--- config.mk ---
export PLATFORM = sky130hd
export DESIGN_NAME = gaps_ctrl
export DESIGN_NICKNAME = d
export VERILOG_FILES = /design/src/rtl/gaps_pkg.sv /design/src/rtl/gaps_ctrl.sv
export VERILOG_INCLUDE_DIRS = /design/src /design/src/rtl
export SDC_FILE = /design/constraint.sdc
export NUM_CORES = 1
export LEC_CHECK = 0
export BUFFER_PORTS_ARGS = -buffer_cell sky130_fd_sc_hd__buf_2
export CAP_MARGIN = 40
export CORE_AREA = 2 2 51 53
export CTS_BUF_LIST = sky130_fd_sc_hd__clkbuf_8
export DETAILED_ROUTE_END_ITERATION = 12
export DIE_AREA = 0 0 53 55
export GPL_ROUTABILITY_DRIVEN = 0
export HOLD_SLACK_MARGIN = 0.08
export PLACE_DENSITY = 0.75
export SYNTH_ARGS = -nofsm -noshare
export SYNTH_HDL_FRONTEND = slang
export SYNTH_SLANG_ARGS = --single-unit
--- constraint.sdc ---
create_clock -name clk -period 1.6 [get_ports clk]
set_input_delay 0.32 -clock clk [delete_from_list [all_inputs] [get_ports clk]]
set_output_delay 0.32 -clock clk [all_outputs]
set_load 0.02 [all_outputs]
--- src/rtl/grid_astar_path_search_defines.svh ---
// Assertion macros shared by the grid path search RTL.
// Used by files that carry concurrent checks; depends on clk and arst_n in scope.
`ifndef GRID_ASTAR_PATH_SEARCH_DEFINES_SVH
`define GRID_ASTAR_PATH_SEARCH_DEFINES_SVH
`ifndef ASSERT_OFF
// Property must hold at every clock edge outside reset.
`define ASSERT_CLK(lbl, prop, msg) \
	lbl: assert property (@(posedge clk) disable iff (!arst_n) prop) else $error(msg);
// Condition must never be true at a clock edge outside reset.
`define ASSERT_NEVER(lbl, cond, msg) \
	lbl: assert property (@(posedge clk) disable iff (!arst_n) !(cond)) else $error(msg);
`else
`define ASSERT_CLK(lbl, prop, msg)
`define ASSERT_NEVER(lbl, cond, msg)
`endif
`endif

--- src/rtl/gaps_pkg.sv ---
`timescale 1ns / 1ps
// Shared types, constants and helpers of the grid path search block.
// No dependencies; every other RTL file imports this package.
package gaps_pkg;

	localparam int GRID_ROWS = 32;
	localparam int GRID_COLS = 32;
	localparam int CELLS     = GRID_ROWS * GRID_COLS;
	localparam int ROW_W     = $clog2(GRID_ROWS);
	localparam int COL_W     = $clog2(GRID_COLS);
	localparam int ADDR_W    = $clog2(CELLS);

	localparam int COORD_W = 6;
	localparam int COST_W  = 13;
	localparam int EST_W   = 18;
	localparam int DIR_W   = 3;
	localparam int KIND_W  = 2;
	localparam int IDX_W   = 2;

	// Heuristic operand: 256 * (dx*dx + dy*dy) for coordinates of COORD_W bits.
	localparam int SUM_W = 2 * COORD_W + 1;
	localparam int SQ_W  = SUM_W + 8;
	localparam int H_W   = (SQ_W + 1) / 2;

	localparam logic [COST_W-1:0] COST_INF    = '1;
	localparam logic [EST_W-1:0]  EST_INF     = '1;
	localparam logic [COST_W-1:0] WALK_LIMIT  = 13'd4096;

	localparam logic [DIR_W-1:0] DIR_NONE  = 3'd0;
	localparam logic [DIR_W-1:0] DIR_UP    = 3'd1;
	localparam logic [DIR_W-1:0] DIR_LEFT  = 3'd2;
	localparam logic [DIR_W-1:0] DIR_RIGHT = 3'd3;
	localparam logic [DIR_W-1:0] DIR_DOWN  = 3'd4;

	localparam logic [1:0] REQ_WALL   = 2'd0;
	localparam logic [1:0] REQ_SEARCH = 2'd1;
	localparam logic [1:0] REQ_PATH   = 2'd2;

	localparam logic [KIND_W-1:0] RESP_WRITE  = 2'd0;
	localparam logic [KIND_W-1:0] RESP_SEARCH = 2'd1;
	localparam logic [KIND_W-1:0] RESP_PATH   = 2'd2;
	localparam logic [KIND_W-1:0] RESP_EXH    = 2'd3;

	localparam logic [IDX_W-1:0] CFG_START_X = 2'd0;
	localparam logic [IDX_W-1:0] CFG_START_Y = 2'd1;
	localparam logic [IDX_W-1:0] CFG_GOAL_X  = 2'd2;
	localparam logic [IDX_W-1:0] CFG_GOAL_Y  = 2'd3;

	localparam logic [COORD_W-1:0] RST_START_X = 6'd1;
	localparam logic [COORD_W-1:0] RST_START_Y = 6'd1;
	localparam logic [COORD_W-1:0] RST_GOAL_X  = 6'd21;
	localparam logic [COORD_W-1:0] RST_GOAL_Y  = 6'd21;

	typedef struct packed {
		logic              is_open;
		logic              is_closed;
		logic [EST_W-1:0]  est;
		logic [COST_W-1:0] cost;
		logic [DIR_W-1:0]  par;
	} node_t;

	localparam node_t NODE_CLR = '{is_open: 1'b0, is_closed: 1'b0, est: EST_INF,
		cost: COST_INF, par: DIR_NONE};

	// Commands from the controller to the datapath.
	typedef struct packed {
		logic              addr_clr;
		logic              addr_inc;
		logic              clr_wr;
		logic              wall_clr;
		logic              wall_wr;
		logic              scan_rd;
		logic              best_clr;
		logic              take_best;
		logic              close_cur;
		logic              nb_first;
		logic              nb_next;
		logic              nb_rd;
		logic              nb_wr;
		logic              h_start;
		logic              h_sel_nb;
		logic              init_start;
		logic              walk_init;
		logic              walk_rd;
		logic              walk_step;
		logic              cur_rd;
		logic              path_load;
		logic              path_adv;
		logic              resp_en;
		logic              resp_path;
		logic [KIND_W-1:0] resp_kind;
	} cmd_t;

	// Status from the datapath to the controller.
	typedef struct packed {
		logic addr_last;
		logic best_found;
		logic cur_is_goal;
		logic nb_valid;
		logic k_last;
		logic h_busy;
		logic par_nz;
		logic len_full;
	} stat_t;

	function automatic logic [ROW_W-1:0] clamp_row(input logic [COORD_W-1:0] v);
		logic [COORD_W:0] wide;
		wide = {1'b0, v};
		if (wide >= (COORD_W+1)'(GRID_ROWS)) begin
			return ROW_W'(GRID_ROWS - 1);
		end
		return ROW_W'(v);
	endfunction

	function automatic logic [COL_W-1:0] clamp_col(input logic [COORD_W-1:0] v);
		logic [COORD_W:0] wide;
		wide = {1'b0, v};
		if (wide >= (COORD_W+1)'(GRID_COLS)) begin
			return COL_W'(GRID_COLS - 1);
		end
		return COL_W'(v);
	endfunction

	function automatic logic [ADDR_W-1:0] cell_addr(input logic [ROW_W-1:0] x,
		input logic [COL_W-1:0] y);
		return ADDR_W'(int'(x) * GRID_COLS + int'(y));
	endfunction

endpackage

--- src/rtl/gaps_ctrl.sv ---
`timescale 1ns / 1ps
// Controller state machine of the grid path search: sequences clears, scans,
// expansions and path walks. Depends on gaps_pkg and the assertion header.
`include "grid_astar_path_search_defines.svh"
module gaps_ctrl (
	input  logic             clk,
	input  logic             arst_n,
	input  logic             start,
	input  logic [1:0]       req_type,
	input  gaps_pkg::stat_t  stat,
	output gaps_pkg::cmd_t   cmd,
	output logic             busy
);
	import gaps_pkg::*;

	localparam logic [4:0] S_RCLR      = 5'd0;
	localparam logic [4:0] S_IDLE      = 5'd1;
	localparam logic [4:0] S_SCLR      = 5'd2;
	localparam logic [4:0] S_INIT_H    = 5'd3;
	localparam logic [4:0] S_INIT_HW   = 5'd4;
	localparam logic [4:0] S_INIT_W    = 5'd5;
	localparam logic [4:0] S_LOOP_CHK  = 5'd6;
	localparam logic [4:0] S_SCAN_PREP = 5'd7;
	localparam logic [4:0] S_SCAN      = 5'd8;
	localparam logic [4:0] S_SCAN_END  = 5'd9;
	localparam logic [4:0] S_DECIDE    = 5'd10;
	localparam logic [4:0] S_CLOSE     = 5'd11;
	localparam logic [4:0] S_NB_SEL    = 5'd12;
	localparam logic [4:0] S_NB_W      = 5'd13;
	localparam logic [4:0] S_NB_HW     = 5'd14;
	localparam logic [4:0] S_NB_WR     = 5'd15;
	localparam logic [4:0] S_W_INIT    = 5'd16;
	localparam logic [4:0] S_W_RD      = 5'd17;
	localparam logic [4:0] S_W_W       = 5'd18;
	localparam logic [4:0] S_P_W       = 5'd19;
	localparam logic [4:0] S_P_RD2     = 5'd20;
	localparam logic [4:0] S_P_W2      = 5'd21;

	logic [4:0] state_q;
	logic [4:0] state_d;
	logic       req_done;

	always_ff @(posedge clk or negedge arst_n) begin
		if (!arst_n) begin
			state_q <= S_RCLR;
		end else begin
			state_q <= state_d;
		end
	end

	always_comb begin
		cmd     = '0;
		state_d = state_q;
		case (state_q)
			S_RCLR: begin
				cmd.clr_wr   = 1'b1;
				cmd.wall_clr = 1'b1;
				cmd.addr_inc = 1'b1;
				if (stat.addr_last) begin
					state_d = S_IDLE;
				end
			end
			S_IDLE: begin
				if (start) begin
					case (req_type)
						REQ_WALL: begin
							cmd.wall_wr   = 1'b1;
							cmd.resp_en   = 1'b1;
							cmd.resp_kind = RESP_WRITE;
						end
						REQ_SEARCH: begin
							cmd.addr_clr = 1'b1;
							state_d      = S_SCLR;
						end
						REQ_PATH: begin
							cmd.cur_rd = 1'b1;
							state_d    = S_P_W;
						end
						default: begin
							cmd.resp_en   = 1'b1;
							cmd.resp_kind = RESP_WRITE;
						end
					endcase
				end
			end
			S_SCLR: begin
				cmd.clr_wr   = 1'b1;
				cmd.addr_inc = 1'b1;
				if (stat.addr_last) begin
					state_d = S_INIT_H;
				end
			end
			S_INIT_H: begin
				cmd.h_start = 1'b1;
				state_d     = S_INIT_HW;
			end
			S_INIT_HW: begin
				if (!stat.h_busy) begin
					state_d = S_INIT_W;
				end
			end
			S_INIT_W: begin
				cmd.init_start = 1'b1;
				state_d        = S_LOOP_CHK;
			end
			S_LOOP_CHK: begin
				state_d = stat.cur_is_goal ? S_W_INIT : S_SCAN_PREP;
			end
			S_SCAN_PREP: begin
				cmd.addr_clr = 1'b1;
				cmd.best_clr = 1'b1;
				state_d      = S_SCAN;
			end
			S_SCAN: begin
				cmd.scan_rd  = 1'b1;
				cmd.addr_inc = 1'b1;
				if (stat.addr_last) begin
					state_d = S_SCAN_END;
				end
			end
			S_SCAN_END: begin
				state_d = S_DECIDE;
			end
			S_DECIDE: begin
				if (stat.best_found) begin
					cmd.take_best = 1'b1;
					state_d       = S_CLOSE;
				end else begin
					state_d = S_W_INIT;
				end
			end
			S_CLOSE: begin
				cmd.close_cur = 1'b1;
				cmd.nb_first  = 1'b1;
				state_d       = S_NB_SEL;
			end
			S_NB_SEL: begin
				if (stat.nb_valid) begin
					cmd.nb_rd = 1'b1;
					state_d   = S_NB_W;
				end else if (stat.k_last) begin
					state_d = S_LOOP_CHK;
				end else begin
					cmd.nb_next = 1'b1;
				end
			end
			S_NB_W: begin
				cmd.h_start  = 1'b1;
				cmd.h_sel_nb = 1'b1;
				state_d      = S_NB_HW;
			end
			S_NB_HW: begin
				if (!stat.h_busy) begin
					state_d = S_NB_WR;
				end
			end
			S_NB_WR: begin
				cmd.nb_wr = 1'b1;
				if (stat.k_last) begin
					state_d = S_LOOP_CHK;
				end else begin
					cmd.nb_next = 1'b1;
					state_d     = S_NB_SEL;
				end
			end
			S_W_INIT: begin
				cmd.walk_init = 1'b1;
				state_d       = S_W_RD;
			end
			S_W_RD: begin
				cmd.walk_rd = 1'b1;
				state_d     = S_W_W;
			end
			S_W_W: begin
				if (stat.par_nz && !stat.len_full) begin
					cmd.walk_step = 1'b1;
					state_d       = S_W_RD;
				end else begin
					cmd.resp_en   = 1'b1;
					cmd.resp_kind = RESP_SEARCH;
					state_d       = S_IDLE;
				end
			end
			S_P_W: begin
				if (stat.par_nz) begin
					cmd.path_load = 1'b1;
					state_d       = S_P_RD2;
				end else begin
					cmd.resp_en   = 1'b1;
					cmd.resp_kind = RESP_EXH;
					state_d       = S_IDLE;
				end
			end
			S_P_RD2: begin
				cmd.walk_rd = 1'b1;
				state_d     = S_P_W2;
			end
			S_P_W2: begin
				cmd.resp_en   = 1'b1;
				cmd.resp_kind = RESP_PATH;
				cmd.resp_path = 1'b1;
				cmd.path_adv  = 1'b1;
				state_d       = S_IDLE;
			end
			default: begin
				state_d = S_IDLE;
			end
		endcase
	end

	assign busy = (state_q != S_IDLE);

	// A running request returns to idle; the reset clear pass answers nothing.
	assign req_done = (state_q != S_IDLE) && (state_q != S_RCLR) && (state_d == S_IDLE);

	// Every return to idle from a running request answers that request.
	`ASSERT_CLK(a_done_has_resp, req_done |-> cmd.resp_en, "request finished without a response")
	// An expansion starts only from a cell the scan really found.
	`ASSERT_CLK(a_take_needs_best, cmd.take_best |-> stat.best_found, "expansion without an open cell")
	// A neighbor update never uses a heuristic still being computed.
	`ASSERT_NEVER(a_nb_wr_sqrt_busy, cmd.nb_wr && stat.h_busy, "neighbor written while root unit busy")

endmodule

==> results of run 1 <==
==> power breakdown <==
group          switching (mW)  internal (mW)  leakage [nW]
Combinational            2.31           2.18         0.923
Clock                  0.0751          0.166        0.0269
Sequential              0.126          0.199        0.0583
==> critical path, stage by stage (launching register included) <==
cell	delay, ns
dfrtp_2	0.44
buf_12	0.15
nand2b_1	0.23
a211oi_4	0.31
o21bai_4	0.17
buf_6	0.13
==> metrics by stage <==
step	worst slack [ns]	setup TNS, ns	util, %	cells
after floorplan	-0.150	-1.12	-	147
after global placement	-0.139	-1.05	67.0	238
after detailed placement	-0.194	-1.77	67.0	238
after CTS	-0.275	-4.96	87.9	258
after global routing	-0.436	-8.96	96.3	267
final	-0.382	-7.79	96.3	267
==> path summary, 6_finish.rpt <==
kind                             from          to  slack [ns]  cells after the start
max                        state_q[0]      cmd[3]       -0.38                      5
min                            arst_n  state_q[2]        0.43                      2
max reg2reg                state_q[1]  state_q[3]       -0.27                      6
min reg2reg                state_q[3]  state_q[3]        0.79                      2
max in group asynchronous      arst_n  state_q[4]        1.02                      2
min in group clk              stat[1]  state_q[2]        0.48                      3
==> cell type report <==
class,count,area [µm²],area share [%]
Clock buffer,3,41.3,1.81
Clock inverter,1,3.75,0.165
Inverter,9,51.3,2.25
Multi-Input combinational cell,116,1090,47.7
Sequential cell,5,130,5.71
Tap cell,30,37.5,1.65
Timing Repair Buffer,103,927,40.7
==> cells in the mapped netlist (2+ instances only) <==
library cell,number
buf_2,9
buf_4,5
buf_6,2
and3_1,4
nor2_1,18
ha_1,3
nor2b_1,4
or3b_1,2
a211oi_1,3
nor3_1,9
dfrtp_1,5
nand3_1,5
o21a_1,3
inv_1,9
nand2_1,9
nand2b_1,5
o21ai_0,8
nor3b_1,3
a21oi_1,6
==> kinds of logic after synthesis <==
group	Yosys count	share of synthesized area, %
compound gates	36	25.9
xor+xnor	2	1.73
fa+ha+maj	3	3.70
buf+inv	26	14.1
flops	5	12.3
mux	2	2.10
simple gates	73	40.1
==> routing by layer <==
metal | vias to the layer above | GRT usage, % | wire, µm
li1 | 705 | - | -
met4 | 0 | 22.6 | 480
met1 | 779 | 37.9 | 2130
met5 | - | 0 | 0
met2 | 155 | 63.5 | 3140
met3 | 55 | 6.45 | 553
==> timing repair <==
| action | 4_1_cts | 5_1_grt |
|---|---|---|
| gates cloned | 0 | 1 |
| hold endpoints to repair | 5 | 0 |
| buffers inserted | 16 | 9 |
| hold buffers | 1 | 0 |
| gates resized for setup | 96 | 28 |
| pin swaps | 17 | 11 |
| setup endpoints to repair | 31 | 32 |
==> flow_summary.ini, run 1 <==
[yosys]
ys_seq_area_share_pct = 12.3
syn-num-nets = 163
synth_cell_types = 54
synth_cells = 147
yosys.area.top_type = dfrtp_1
synth_edf_count = 0
netlist_area_um2 = 1010
synth-seq-cells = 5
ys_async_sr_fraction_pct = 100
yosysWarnings = 0
ys_top_cells_by_area = dfrtp_1 12%, nor2_1 6.7%, buf_2 4.4%
avgSynthCellArea_um2 = 6.89
synth.top_cell.area_share_pct = 12.3
ys.flop_type = dfrtp_1

[final_layout]
reg.largest.list = state_q (5)
area_growth_pct = 125
drive_above_1_share_pct = 72.6
final_common_cell = buf_4
n_fill_cell = 44
final_cell_mix = 49 x buf_4, 35 x buf_6, 14 x buf_2, 9 x nor2_1, 8 x nor2_4
fin_area_um2 = 2280
top_register = state_q
num-nets-final = 254
largest_register_ffs = 5
antenna_cells = 0

[floorplanning]
die_h_um = 55
die_x_um = 53
boundaryPins = 40
dieArea_um2 = 2920
row_count = 18
core_area_um2 = 2360
floorplan.initialDensity_pct = 42.9

[drt]
routed_wl_um = 6310
routedWlPerCell_um = 23.6
antenna_left = 0
vias = 1694
dr.pass1.iters = 4
viasPerCell = 6.34
drc = 0
drtIter0Drc = 103

[sta]
hold_viol = 0
max-slew-margin-rel_pct = 75.1
period_minus_slack_ns = 1.98
setup_viol = 32
worst_slack_ns = -0.382
clock_skew_ns = 0.00210
grt_setup_unrepaired = true
max_slew.worst_pin.slew_ns = 0.374
drv_slew = 0
hold-worst-slack_ns = 0.430
max_freq_ghz = 0.505
period_share_pct = 124

[clocking]
cts.sinks = 5
cts.htree.levels = 1
ctsLongestPathBuffers = 2
cts_buffers = 3
clk_pin_slew_worst_paths_ns = 0.04
clk_latency_ns = 0.23
cts_tree = built
clock-root-buffer = clkbuf_8

[power]
p_leak_nw = 1.01
ir_drop_uv = 1700
powerDensity_nw_per_um2 = 2220
total_power_mw = 5.06

[setup_path]
cp.required_ns = 1.28
crit_fanout = 5
worst_setup_path_end_kind = primary output
worstPathArrival_ns = 1.66
critPathLaunchType = register
setup.worst_path.class = register to primary output

[outcome]
failed_checks = setup timing
status = complete, but fails checks

[job]
drv_cap = 0

[global_route]
grt_use_total_pct = 35.1
grt_max_degree = 12
antenna_found_initial = 0
grt_overflow = 0
grt_pass1_wl_um = 7190
grt_pass1_vias = 1521

[placed_design]
portBuffers = 39
dp_hpwl_um = 2920
placed_cell_area_um2 = 1590

[worst_hold_path]
worst_hold_path_type = primary input to async pin
Power figures use the tool's default switching activity.
==> run 2, diff against run 1 <==
--- a/config.mk
+++ b/config.mk
@@ -15,6 +15,7 @@
 export GPL_ROUTABILITY_DRIVEN = 0
 export HOLD_SLACK_MARGIN = 0.08
 export PLACE_DENSITY = 0.75
+export REMOVE_ABC_BUFFERS = 1
 export SYNTH_ARGS = -nofsm -noshare
 export SYNTH_HDL_FRONTEND = slang
 export SYNTH_SLANG_ARGS = --single-unit
==> flow_summary.ini, run 2 (synthesized netlist as in run 1, its figures left out) <==
[sta]
hold_viol = 0
period_minus_slack_ns = 1.96
setup-tns-final_ns = -6.36
clock_skew_ns = 0.00416
max_slew.worst_pin.slew_ns = 0.299
period_share_pct = 122
hold-worst-slack_ns = 0.451
worst_slack_ns = -0.356
drv_slew = 0
setup_viol = 31
max_freq_ghz = 0.511
max-slew-margin-rel_pct = 79.9
grt_setup_unrepaired = true

[final_layout]
reg.largest.list = state_q (5)
final_common_cell = buf_4
n_fill_cell = 148
top_register = state_q
final_cell_mix = 52 x buf_4, 23 x buf_6, 20 x buf_2, 13 x nor2_1, 7 x inv_1
area_growth_pct = 94.3
antenna_cells = 0
drive_above_1_share_pct = 61.5
largest_register_ffs = 5
num-nets-final = 248

[clocking]
clock-root-buffer = clkbuf_8
cts.htree.levels = 1
ctsLongestPathBuffers = 2
clk_pin_slew_worst_paths_ns = 0.04
cts_buffers = 3
cts_tree = built
cts.sinks = 5
clk_latency_ns = 0.23

[setup_path]
crit_fanout = 5
worst_setup_path_end_kind = primary output
cp.required_ns = 1.28
setup.worst_path.class = register to primary output
reg2reg_from = state_q[2]
worstRegToRegCells = 6
r2r_end = state_q[3]
critPathLaunchType = register
r2r_setup_slack_ns = -0.14
worstPathArrival_ns = 1.64

[job]
drv_cap = 0

[floorplanning]
row_count = 18
dieArea_um2 = 2920
die_x_um = 53
floorplan.initialDensity_pct = 42.9
core_area_um2 = 2360
boundaryPins = 40
die_h_um = 55

[power]
ir_drop_uv = 1270
powerDensity_nw_per_um2 = 2060
p_leak_nw = 0.915

[outcome]
failed_checks = setup timing
status = complete, but fails checks

[drt]
routed_wl_um = 4820
dr.pass1.iters = 4
drtIter0Drc = 47
viasPerCell = 5.98
vias = 1562
antenna_left = 0
drc = 0
routedWlPerCell_um = 18.5

[global_route]
grt_max_degree = 14
grt_use_total_pct = 32.1
grt_pass1_vias = 1443
grt_pass1_wl_um = 6760
antenna_found_initial = 0
grt_overflow = 0

[placed_design]
portBuffers = 39
dp_hpwl_um = 2810

[worst_hold_path]
worst_hold_path_type = primary input to async pin
run 2: worst max-delay path by stage:
stage,startpoint,to,slack (ns),cells after the start
3_5_place_dp,state_q[1],cmd[3],-0.20,4
2_1_floorplan,state_q[1],cmd[3],-0.60,3
4_1_cts,state_q[2],cmd[20],-0.29,4
5_1_grt,state_q[2],cmd[7],-0.42,5
3_3_place_gp,state_q[1],cmd[3],-0.18,4
6_report,state_q[2],cmd[7],-0.36,5
run 2: stage by stage:
stage / total power, mW / worst slack (ns) / util, % / std cells / area, µm²
after floorplan: 1.53 / -0.596 / - / 130 / 905
after global placement: 2.58 / -0.180 / 61.1 / 240 / 1450
after detailed placement: 2.65 / -0.203 / 61.1 / 240 / 1450
after CTS: 3.52 / -0.292 / 77.2 / 255 / 1830
after global routing: 4.24 / -0.419 / 83.3 / 261 / 1970
final: 4.06 / -0.356 / 83.3 / 261 / 1970
run 2: layer usage:
layer  GRT usage (%)  vias to the layer above  wire length [µm]
met4            20.1                        0               206
met2            61.7                      104              2580
met5               0                        -                 0
li1                -                      697                 -
met1            33.3                      738              1670
met3            3.49                       23               354
run 2: what timing repair did:
item,4_1_cts,5_1_grt
hold buffers,1,0
buffers inserted,12,6
setup endpoints to repair,31,31
resized for setup,74,23
endpoints found under the hold margin,5,0
pin swaps,13,11
run 2: cell type report:
cell class	count	area [µm²]	area share, %
Multi-Input combinational cell	116	942	47.8
Timing Repair Buffer	97	774	39.3
Sequential cell	5	129	6.54
Clock buffer	3	41.3	2.10
Inverter	9	41.3	2.10
Tap cell	30	37.5	1.91
Clock inverter	1	3.75	0.191
run 2: power breakdown:
part	switching, mW	total [mW]	internal [mW]
logic	1.82	3.51	1.69
clock network	0.0728	0.238	0.165
registers	0.109	0.306	0.197
total	2.01	4.06	2.05
run 2: worst max-delay path: stages, from the launching register on:
cell      delay [ns]
dfrtp_1         0.41
buf_4           0.16
buf_4           0.15
nand4b_1        0.20
nor4_1          0.25
buf_2           0.23
==> run 3, diff against run 2 <==
--- a/config.mk
+++ b/config.mk
@@ -8,14 +8,18 @@
 export LEC_CHECK = 0
 export BUFFER_PORTS_ARGS = -buffer_cell sky130_fd_sc_hd__buf_2
 export CAP_MARGIN = 40
-export CORE_AREA = 2 2 51 53
+export CELL_PAD_IN_SITES_DETAIL_PLACEMENT = 1
+export CELL_PAD_IN_SITES_GLOBAL_PLACEMENT = 1
+export CORE_AREA = 2 2 61 63
 export CTS_BUF_LIST = sky130_fd_sc_hd__clkbuf_8
 export DETAILED_ROUTE_END_ITERATION = 12
-export DIE_AREA = 0 0 53 55
+export DIE_AREA = 0 0 63 65
 export GPL_ROUTABILITY_DRIVEN = 0
 export HOLD_SLACK_MARGIN = 0.08
-export PLACE_DENSITY = 0.75
+export PLACE_DENSITY_LB_ADDON = 0.1
 export REMOVE_ABC_BUFFERS = 1
+export SKIP_CTS_REPAIR_TIMING = 1
+export SLEW_MARGIN = 20
 export SYNTH_ARGS = -nofsm -noshare
 export SYNTH_HDL_FRONTEND = slang
 export SYNTH_SLANG_ARGS = --single-unit
==> flow_summary.ini, run 3 (synthesized netlist as in run 1, its figures left out) <==
[worst_hold_path]
worst_hold_path_type = primary input to async pin

[clocking]
clock-root-buffer = clkbuf_8
cts_buffers = 3
clk_pin_slew_worst_paths_ns = 0.04
clk_latency_ns = 0.23
ctsLongestPathBuffers = 2
cts.sinks = 5
cts.htree.levels = 1
cts_tree = built

[sta]
clock_skew_ns = 0.00135
period_share_pct = 121
max-slew-margin-rel_pct = 72.6
max_freq_ghz = 0.516
hold-worst-slack_ns = 0.439
hold_viol = 0
drv_slew = 0
worst_slack_ns = -0.340
setup_viol = 31
max_slew.worst_pin.slew_ns = 0.408
period_minus_slack_ns = 1.94
grt_setup_unrepaired = true

[final_layout]
num-nets-final = 250
post-route-util_pct = 59.2
layout.cells.non_filler = 281
antenna_cells = 0
area_growth_pct = 104
top_register = state_q
final_common_cell = buf_4
final_cell_mix = 49 x buf_4, 22 x buf_2, 22 x buf_6, 11 x nor2_1, 8 x inv_1
drive_above_1_share_pct = 62.2
reg.largest.list = state_q (5)
largest_register_ffs = 5

[setup_path]
worst-path-buf-inv = 1
critical_path.top_delay_family = simple AND/OR/NAND/NOR gates
crit_chain = or3b_4, a211oi_4, o21bai_1, buf_4
crit_fanout = 3
worst_setup_path_end_kind = primary output
critical-path-max-stage-delay_ns = 0.44
worstPathArrival_ns = 1.62
cp_slowest_cell = or3b_4
cp.required_ns = 1.28
setup.worst_path.class = register to primary output
critPathLaunchType = register

[floorplanning]
row_count = 22
floorplan.initialDensity_pct = 29.0
boundaryPins = 40
core_area_um2 = 3500
dieArea_um2 = 4100
die_h_um = 65
die_x_um = 63

[drt]
drc = 0
vias = 1482
dr.pass1.iters = 4
drtIter0Drc = 64
viasPerCell = 5.27
routedWlPerCell_um = 19.4
routed_wl_um = 5450
antenna_left = 0

[outcome]
failed_checks = setup timing
status = complete, but fails checks

[power]
p_leak_nw = 0.944
ir_drop_uv = 734
total_power_mw = 4.26
powerDensity_nw_per_um2 = 2060

[job]
drv_cap = 0

[placed_design]
dp_hpwl_um = 3060
placed_cells = 254
portBuffers = 39

[global_route]
grt_pass1_wl_um = 6140
grt_use_total_pct = 19.2
grt_max_degree = 20
antenna_found_initial = 0
grt_pass1_vias = 1305
grt_overflow = 0
## run 3: cell types whose count changed in the layout (fill, tap and decap cells not counted), sizes merged
cell | previous run | this run
buf | 96 | 97
inv | 10 | 9
clkinvlp | 0 | 1
clkbuf | 3 | 4
## run 3: routing by layer
metal	vias up	track usage, %	part of all wire (%)
met1	751	23.1	43
met3	6	3.13	2.8
met4	0	6.67	1.0
li1	694	-	-
met5	-	0	0
met2	31	34.3	53
## run 3: power breakdown
group	internal [mW]	switching [mW]	leakage (nW)
Sequential	0.195	0.112	0.0609
Clock	0.165	0.0693	0.0269
Combinational	1.80	1.92	0.856
## run 3: worst paths after layout
check | endpoint | slack (ns) | from | depth (start not counted)
setup / recovery | cmd[3] | -0.34 | state_q[1] | 4
hold reg to reg | state_q[4] | 0.87 | state_q[3] | 4
setup reg to reg | state_q[1] | -0.19 | state_q[0] | 7
max in group asynchronous | state_q[4] | 1.01 | arst_n | 2
min in group clk | state_q[0] | 0.53 | stat[2] | 5
hold / removal | state_q[1] | 0.44 | arst_n | 2
## run 3: layout make-up
cell class                 count  area, µm²
timing repair buffer          99        841
tap                           48       60.1
multi-input combinational    116        956
clock inverter                 1       3.75
fill                         435       1430
clock buffer                   3       41.3
inverter                       9       40.0
sequential                     5        128
## run 3: through the flow
stage,instance area [µm²],TNS [ns],setup WS (ns)
final,2070,-7.17,-0.340
after global routing,2070,-8.74,-0.377
after CTS,1480,-8.31,-0.368
after detailed placement,1440,-1.77,-0.129
after global placement,1440,-1.37,-0.128
after floorplan,905,-6.28,-0.596
